**src/hdl/rcm_pkg.sv**
```systemverilog
// Shared types and constants for the reverse Cuthill-McKee ordering unit.
// No dependencies; imported by the controller, datapath and top level.
`default_nettype none
package rcm_pkg;
  localparam int MAX_VERTICES = 64;
  localparam int IDX_W        = 6;
  localparam int CNT_W        = 7;
  localparam int DEGREE_BITS  = 11;
  localparam logic [DEGREE_BITS-1:0] DEGREE_MAX = {DEGREE_BITS{1'b1}};

  localparam logic REQ_LOAD = 1'b0;
  localparam logic REQ_RUN  = 1'b1;

  typedef enum logic [3:0] {
    ST_IDLE, ST_LD_WR, ST_SS_RD, ST_SS_CMP, ST_TAKE,
    ST_DQ, ST_DQ_ROW, ST_EMIT, ST_NB, ST_CLEAR
  } state_t;

  typedef struct packed {
    logic ld_rd;
    logic ld_wr;
    logic run_init;
    logic ss_init;
    logic ss_rd;
    logic ss_cmp;
    logic ss_take;
    logic dq_rd;
    logic row_rd;
    logic emit;
    logic nb_step;
    logic clear;
  } cmd_t;

  typedef struct packed {
    logic edge_ok;
    logic scan_end;
    logic best_found;
    logic q_empty;
    logic c_end;
    logic out_busy;
  } stat_t;
endpackage
`default_nettype wire

```
**src/hdl/rcm_ctrl.sv**
```systemverilog
// Controller state machine for the ordering unit.
// Depends on rcm_pkg; drives datapath commands from datapath status.
`default_nettype none
module rcm_ctrl import rcm_pkg::*; (
  input  wire   clk,
  input  wire   rst,
  input  wire   in_valid,
  input  wire   req_type,
  input  stat_t stat,
  output logic  in_ready,
  output cmd_t  cmd
);
  state_t state, state_next;

  // hold the state register
  always_ff @(posedge clk) begin
    if (rst) state <= ST_IDLE;
    else     state <= state_next;
  end

  // pick next state and commands
  always_comb begin
    state_next = state;
    cmd        = '0;
    in_ready   = (state == ST_IDLE);
    unique case (state)
      ST_IDLE: begin
        if (in_valid) begin
          if (req_type == REQ_RUN) begin
            cmd.run_init = 1'b1;
            cmd.ss_init  = 1'b1;
            state_next   = ST_SS_RD;
          end else if (stat.edge_ok) begin
            cmd.ld_rd  = 1'b1;
            state_next = ST_LD_WR;
          end
        end
      end
      ST_LD_WR: begin
        cmd.ld_wr  = 1'b1;
        state_next = ST_IDLE;
      end
      ST_SS_RD: begin
        if (stat.scan_end) begin
          state_next = stat.best_found ? ST_TAKE : ST_CLEAR;
        end else begin
          cmd.ss_rd  = 1'b1;
          state_next = ST_SS_CMP;
        end
      end
      ST_SS_CMP: begin
        cmd.ss_cmp = 1'b1;
        state_next = ST_SS_RD;
      end
      ST_TAKE: begin
        cmd.ss_take = 1'b1;
        state_next  = ST_DQ;
      end
      ST_DQ: begin
        if (stat.q_empty) begin
          cmd.ss_init = 1'b1;
          state_next  = ST_SS_RD;
        end else begin
          cmd.dq_rd  = 1'b1;
          state_next = ST_DQ_ROW;
        end
      end
      ST_DQ_ROW: begin
        cmd.row_rd = 1'b1;
        state_next = ST_EMIT;
      end
      ST_EMIT: begin
        if (!stat.out_busy) begin
          cmd.emit   = 1'b1;
          state_next = ST_NB;
        end
      end
      ST_NB: begin
        if (stat.c_end) state_next = ST_DQ;
        else            cmd.nb_step = 1'b1;
      end
      ST_CLEAR: begin
        cmd.clear  = 1'b1;
        state_next = ST_IDLE;
      end
      default: state_next = ST_IDLE;
    endcase
  end
endmodule
`default_nettype wire

```
**config.mk**
```make
export PLATFORM = sky130hd
export DESIGN_NAME = rcm_ctrl
export DESIGN_NICKNAME = d
export VERILOG_FILES = /design/src/hdl/rcm_pkg.sv /design/src/hdl/rcm_ctrl.sv
export SDC_FILE = /design/constraint.sdc
export NUM_CORES = 1
export LEC_CHECK = 0
export BUFFER_PORTS_ARGS = -buffer_cell sky130_fd_sc_hd__buf_2
export CORE_AREA = 2 2 39 41
export DETAILED_ROUTE_END_ITERATION = 8
export DIE_AREA = 0 0 41 43
export HOLD_SLACK_MARGIN = 0.15
export PLACE_DENSITY_LB_ADDON = 0.05
export SYNTH_ARGS = -nofsm -noshare
export SYNTH_HDL_FRONTEND = slang
export SYNTH_SLANG_ARGS = --single-unit
```
**constraint.sdc**
```tcl
create_clock -name clk -period 2.35 [get_ports clk]
set_clock_uncertainty 0.15 [all_clocks]
set_input_delay 0.705 -clock clk [delete_from_list [all_inputs] [get_ports clk]]
set_output_delay 0.705 -clock clk [all_outputs]
set_load 0.01 [all_outputs]
```
==> metrics.md <==
| Metric | Value |
|---|---|
| Status | `finished, final reports clean` |
| Htree depth | `1` |
| Root buf cell | `clkbuf_4` |
| Initial antenna violation count | `0` |
| Hold path cells | `3` |
| Register Area | `88.8 um2` |
| Main synth FF type | `dfxtp_1` |
| Worst setup path start | `state[1]$_SDFFE_PP0P_` |
| WL final | `1.13 mm` |
| Post-synth EDFFs | `0` |
| Hold Buf Count CTS | `0` |
| Final-report max-slew violation count | `0` |
| # diodes | `0` |
| Worst-skew pair later-pin latency | `0.23 ns` |
| GPL Wtd Cong | `0.693` |
| Synthesized area | `407 um2` |
| Max Cap Viol | `0` |
| Register share of total power | `20.0%` |
| Synthesized area per cell | `7.39 um2` |
| Register area share after synthesis | `19.7%` |
| # clock sinks | `4` |
| Synth-to-Final Area Change | `58.5%` |
| Int Power | `415 uW` |
| Register bit count reported by yosys | `4` |
| Yosys warnings | `0` |
| First-pass GRT wire length | `1.84 mm` |
| Syn_nets | `65` |
| Largest registers | `state x4` |
| Crit path kind | `reg -> out` |
| Clk pwr share | `11.6%` |
| Overall power | `720 uW` |
| Vias | `508` |
| Min-delay worst type | `reg -> reg` |
| Synth Instances | `55` |
| Fmax | `426 MHz` |
| Hpwl dp | `882 um` |
| Vias per inst | `5.03` |
| Final Hold Viols | `0` |
| Non-filler instance count after layout | `101` |
| CP required | `1.49 ns` |
| Reg with most FFs | `state` |
| PortBufs | `22` |
| Gate power share | `68.4%` |
| First DRT Iteration DRCs | `11` |
| Share of the synthesized area in the top cell type | `19.7%` |
| Pleak | `0.000321 uW` |
| Hold path endpoint | `state[3]$_SDFFE_PP0P_` |
| Max clock buf depth | `2` |
| Gr usage total | `14.7%` |
| Placed insts | `94` |
| RSZ-0062 raised after global routing | `yes` |
| Top post-synthesis cells by area | `dfxtp_1 (20%), nor3_1 (7.4%), nand2b_1 (6.2%)` |
| Synth unique cells | `30` |
| Area of the core | `1380 um2` |
| Synth area leader | `dfxtp_1` |
| Chip height | `43 um` |
| Global route total overflow | `0` |
| Pre-CTS setup slack | `0.128 ns` |
| Nets@finish | `97` |
| Multi-input logic area | `317 um2` |
| Initial Util | `29.4%` |
| Number of remaining DRC errors | `0` |
| Sw Ratio | `42.3%` |
| Vias in the first global route | `441` |
| Critical Path AT | `1.49 ns` |
| Routed len/inst | `11.2 um` |
| Largest net degree at the start of global routing | `13` |
| Worst ir drop on vdd | `0.552 mV` |
| Min setup slack post-route | `0.00443 ns` |
| Worst hold start | `state[1]$_SDFFE_PP0P_` |
| R2r setup slk | `0.64 ns` |
| CTS tree | `yes` |
| Post-route ant nets | `0` |
| Pwr dens | `1120 nW/um2` |
| Relative slew margins | `75.1%` |
| Final Hold Slack | `0.514 ns` |
| Worst-Margin Slew | `0.371 ns` |
| 1st-pass router iterations | `4` |
| CP Capture Type | `output pin` |
| Post-synth ARST share | `0%` |
| # IOs | `23` |
| Fraction of layout cells with a size suffix above 1 | `51.8%` |
| Post-synth top cells | `nor2_1 (6), nor3_1 (6), dfxtp_1 (4), nand2b_1 (4)` |
| Post-route minimum period | `2.35 ns` |
| Clock Pin Slew Worst Setup and Hold Paths | `0.04 ns` |
| CP Launch Type | `register` |
| Site row count | `14` |
| TritonCTS Buffers | `3` |
| Die area | `1760 um2` |
| Max FFs per register | `4` |
| Die X | `41 um` |
| Reg2reg end | `state[0]$_SDFFE_PP0P_` |
| Finish-stage setup viols | `0` |
| Crit-path max FO | `6` |
| Reg-to-Reg Start | `state[1]$_SDFFE_PP0P_` |
| R2R cell count | `6` |
| Fillers | `163` |
| Sw Pwr | `305 uW` |
| Fin crit share | `99.8%` |
-- power groups by stage --
stage	Clock (uW)	Combinational, uW	Sequential [uW]
2_1_floorplan	0	308	111
3_3_place_gp	0	436	134
3_5_place_dp	0	432	132
4_1_cts	87.2	472	143
5_1_grt	93.2	546	150
6_report	83.7	492	144
-- kinds of logic (layout without fill, tap and decap cells) --
family                 count (synthesis)  in the layout  synth area share [%]
AO/OA/AOI/OAI                         15             15                  28.9
buffers and inverters                  6             36                  7.69
flip-flops                             4              4                  19.7
AND/OR/NAND/NOR                       30             30                  43.7
-- stage by stage --
step | util [%] | cell area (um2) | setup TNS [ns]
floorplan | - | 407 | 0
global placement | 39.9 | 552 | 0
detailed placement | 39.9 | 552 | 0
CTS | 45.3 | 627 | -0.0446
global route | 46.6 | 644 | -0.0407
finish | 46.6 | 644 | 0
-- timing repair --
item	in CTS	in global routing
buffers inserted	3	1
setup endpoints to repair	2	3
resized for setup	9	2
pin swaps	2	2
endpoints found under the hold margin	0	0
-- worst max-delay path, stage by stage, from the launching register on --
cell      delay, ns
dfxtp_4        0.36
or3b_4         0.37
or3_4          0.37
clkinv_4       0.06
buf_6          0.09
-- cells in the final DEF, fill, tap and decap left out, drive strengths merged, types with 2 or more instances in the layout --
| cell | count |
|---|---|
| nor3 | 6 |
| dfxtp | 4 |
| nand2b | 4 |
| and3 | 2 |
| clkbuf | 3 |
| a21o | 2 |
| nand2 | 3 |
| o21ai | 2 |
| o21a | 2 |
| nor2 | 6 |
| nor4 | 3 |
| buf | 31 |
-- routing by layer --
metal	vias to the layer above	global-route usage (%)	share of wire [%]	wire length, um
met2	15	20.9	44	498
met1	222	20.6	48	545
met4	0	4.00	0.80	9
li1	268	-	-	-
met5	-	0	0	0
met3	3	4.71	6.9	78
-- worst max-delay path by stage --
stage                     endpoint  depth (start not counted)
after floorplan             cmd[8]                          4
after global placement      cmd[1]                          4
after detailed placement    cmd[1]                          4
after CTS                   cmd[1]                          4
after global routing        cmd[1]                          4
final                       cmd[1]                          4
-- final cells by class --
| cell class | count | area share, % |
|---|---|---|
| inverters | 2 | 1.94 |
| flip-flops and latches | 4 | 13.8 |
| clock buffers | 3 | 3.50 |
| well taps | 16 | 3.11 |
| multi-input cells | 45 | 49.1 |
| repair buffers | 31 | 28.5 |
No activity file was read; power rests on OpenSTA's default activity.
